<file path="src/assert_macros.svh">
// Assertion macros shared by the RTL files.
// Needs nothing else; simulation sees the checks, synthesis sees empty bodies.
`ifndef ASSERT_MACROS_SVH
`define ASSERT_MACROS_SVH
`ifndef SYNTH
// Check that expr holds at every clock edge outside reset.
`define ASSERT_ALWAYS(lbl, clk, rst_n, expr) \
	lbl: assert property (@(posedge clk) disable iff (!rst_n) (expr)) \
		else $error("%m: check failed");
// Check that cons holds in the cycle after ante.
`define ASSERT_NEXT(lbl, clk, rst_n, ante, cons) \
	lbl: assert property (@(posedge clk) disable iff (!rst_n) (ante) |=> (cons)) \
		else $error("%m: check failed");
`else
`define ASSERT_ALWAYS(lbl, clk, rst_n, expr)
`define ASSERT_NEXT(lbl, clk, rst_n, ante, cons)
`endif
`endif

</file>
<file path="src/arc_ram.sv">
// Generic single-write, single-read RAM with registered read data.
// Stands alone; no package needed.
`default_nettype none
module arc_ram #(
	parameter int WIDTH = 8,
	parameter int DEPTH = 64
) (
	input  wire logic                     clk,
	input  wire logic                     we,
	input  wire logic [$clog2(DEPTH)-1:0] waddr,
	input  wire logic [WIDTH-1:0]         wdata,
	input  wire logic [$clog2(DEPTH)-1:0] raddr,
	output logic      [WIDTH-1:0]         rdata
);
	logic [WIDTH-1:0] mem_q [DEPTH];

	always_ff @(posedge clk) begin
		if (we) begin
			mem_q[waddr] <= wdata;
		end
		rdata <= mem_q[raddr];
	end
endmodule
`default_nettype wire

</file>
<file path="config.mk">
export PLATFORM = sky130hd
export DESIGN_NAME = arc_ram
export DESIGN_NICKNAME = d
export VERILOG_FILES = /design/src/assert_macros.svh /design/src/arc_ram.sv
export SDC_FILE = /design/constraint.sdc
export NUM_CORES = 1
export LEC_CHECK = 0
export ABC_AREA = 1
export BUFFER_PORTS_ARGS = -buffer_cell sky130_fd_sc_hd__buf_2
export CAP_MARGIN = 20
export CORE_MARGIN = 2
export CORE_UTILIZATION = 50
export DETAILED_ROUTE_END_ITERATION = 8
export MAX_ROUTING_LAYER = met4
export PLACE_DENSITY = 0.66
export SLEW_MARGIN = 5
export SYNTH_ARGS = -nofsm -noshare
export SYNTH_HDL_FRONTEND = slang
export SYNTH_SLANG_ARGS = --single-unit
</file>
<file path="constraint.sdc">
create_clock -name clk -period 5.29 [get_ports clk]
set_input_delay 1.058 -clock clk [delete_from_list [all_inputs] [get_ports clk]]
set_output_delay 1.058 -clock clk [all_outputs]
set_load 0.01 [all_outputs]
</file>
==> results.md <==
- Status: complete, no violations
- R2r setup slk: 3.91 ns
- GRT overflow: 0
- Die area: 44,300 sq um
- Final slew viol count: 0
- Num CTS Buffers: 52
- Hold Crit Class: flip-flop to flip-flop
- Worst-path fanout max: 9
- Initial Util: 0.508
- Max-cap viol count: 0
- Htree depth: 2
- Compound-gate portion of the synthesized area: 0
- Synthesis-stage register bit count: 520
- Chip Width: 211 um
- Unrepaired setup endpoints after global routing: no
- Post-Synthesis Cells: 1,805
- Total track usage: 0.240
- Synth Area in XOR/XNOR: 0
- Mux share of post-synthesis cell area: 0
- CTS tree: yes
- Area growth syn-to-layout: 9.74%
- Main combinational cell family by area after synthesis: simple AND/OR/NAND/NOR gates
- Fin crit period: 2.83 ns
- Distinct cells, synth: 16
- Max Clk Rate: 353 MHz
- Antenna Nets Post-Route: 0
- Setup Crit Path Kind: input pin to flip-flop
- Post-Synth Adder-Cell Area: 0
- Data arrival, critical path: 3.04 ns
- CP Launch Type: input pin
- Leakage: 8.39 nW
- Initial antenna violation count: 1
- Syn_nets: 1,827
- Clk_lat worst skew: 0.59 ns
- Die height: 211 um
- Largest net degree at the start of global routing: 129
- Port Buf Inserts: 29
- Pwr dens: 383 nW/um^2
- CP Capture Type: flip-flop
- VDD IR max: 0.000227 V
- Initial DRC Count: 1,543
- Clk root buf: clkbuf_16
- First-pass GRT wire length: 77.4 mm
- Worst EP required: 5.50 ns
- Placed instance area: 21,600 sq um
- Clock skew: 0.0143 ns
- Setup TNS: 0 ns
- First-pass DRT Iterations: 6
- Total power: 8.96 mW
- Final Cycle Share: 0.535
- Post-Syn Area: 21,300 sq um
- Detailed Place HPWL: 28.2 mm
- Placeable Area: 42,000 sq um
- Buffer depth of the longest clock path: 3
- Routed WL: 51.1 mm
- Clock sinks: 520
- Drt via density: 5.75
- Routability cong.: 0.851
- Nets: 1,823
- Total number of vias: 13,700
- DRC viols: 0
- Reg clk slew, reported paths: 0.06 ns
- Simple-gate portion of the synthesized area: 0.232
- Least-Margin Pin Slew: 1.13 ns
- Sequential area share after synthesis: 0.728
- Wirelength per Cell: 21.4 um
- Cts hold-fix bufs: 0
- Post-CTS Resized: 0
- Final Setup Violations: 0
- Cell area after layout: 23,400 sq um
- IO Pins: 30
- Worst hold margin: 0.822 ns
- Warnings from Yosys: 0
- Post-Syn Area per Cell: 11.8 sq um
- Hold Fails Final Rpt: 0
- FP Rows: 75
- Number of global-route vias before repair: 13,200
- Layout cells sized above 1: 0.0776
- Worst rel slew slack: 0.245
- Postcts setup bufs: 0
## routing by layer
metal  GRT usage  part of all wire
met1       0.334              0.43
met2       0.362              0.46
met3      0.0447             0.086
met4      0.0724             0.025
met5           -                 0
## worst max-delay path, cell delays in order
cell and delay (ns):
buf_2 0.16, inv_1 0.19, nand4_1 0.64, nor2_1 0.98
## state kept, by name, summed over array words and instances, names as in the netlist
signal and flops:
mem_q 512, rdata 8
## path summary, 6_finish.rpt
path	cells after the start	startpoint	endpoint
min	8	mem_q[8][2]	rdata[2]
min reg2reg	8	mem_q[8][2]	rdata[2]
max	4	waddr[1]	mem_q[41][4]
max reg2reg	8	mem_q[37][3]	rdata[3]
## where the power goes
| part | switching, mW | internal [mW] |
|---|---|---|
| sequential | 0.0145 | 4.56 |
| clock | 1.55 | 2.32 |
| combinational | 0.388 | 0.123 |
## cell families (layout without fill, tap and decap cells)
group | Yosys count | count (layout)
other | 0 | 2
DFF | 520 | 520
buffers and inverters | 125 | 163
and+or+nand+nor | 1160 | 1160
## metrics by stage
stage,cells,util,worst slack (ns)
2_1_floorplan,1805,-,2.47
3_3_place_gp,2286,0.514,1.91
3_5_place_dp,2286,0.514,1.90
4_1_cts,2382,0.557,2.52
5_1_grt,2383,0.557,2.33
6_report,2384,0.557,2.46
## cells in the final DEF, fill, tap and decap left out
cell        instances
buf_12              4
buf_2              27
buf_4              23
buf_6               1
bufinv_16          10
clkbuf_1            2
clkbuf_16          53
clkinv_1            9
clkinv_2           13
clkinvlp_4          7
dfxtp_1             8
diode_2             2
edfxtp_1          512
inv_1               9
inv_2               1
inv_4               1
inv_6               2
inv_8               1
nand2_1           648
nand3_1           439
nand4_1             9
nor2_1             56
nor4_1              8
## area by class of cell
class	instances	area [sq um]
clock buffer	55	1330
multi-input combinational	1160	4950
tap	539	674
fill	3408	18600
sequential	520	15500
inverter	12	52.6
timing repair buffer	55	399
antenna	2	5.00
clock inverter	41	472
## synthesized netlist by cell type
master | instances | area share
nor4_1 | 8 | 0.0023
buf_6 | 35 | 0.018
inv_1 | 10 | 0.0018
buf_4 | 14 | 0.0049
inv_2 | 1 | 0.00018
buf_1 | 10 | 0.0018
dfxtp_1 | 8 | 0.0075
edfxtp_1 | 512 | 0.72
nor2_1 | 56 | 0.0099
nand2_1 | 648 | 0.11
buf_8 | 2 | 0.0014
nand4_1 | 9 | 0.0026
buf_2 | 37 | 0.0087
clkbuf_1 | 15 | 0.0026
inv_6 | 1 | 0.00041
nand3_1 | 439 | 0.10
(Power assumes the default switching activity.)
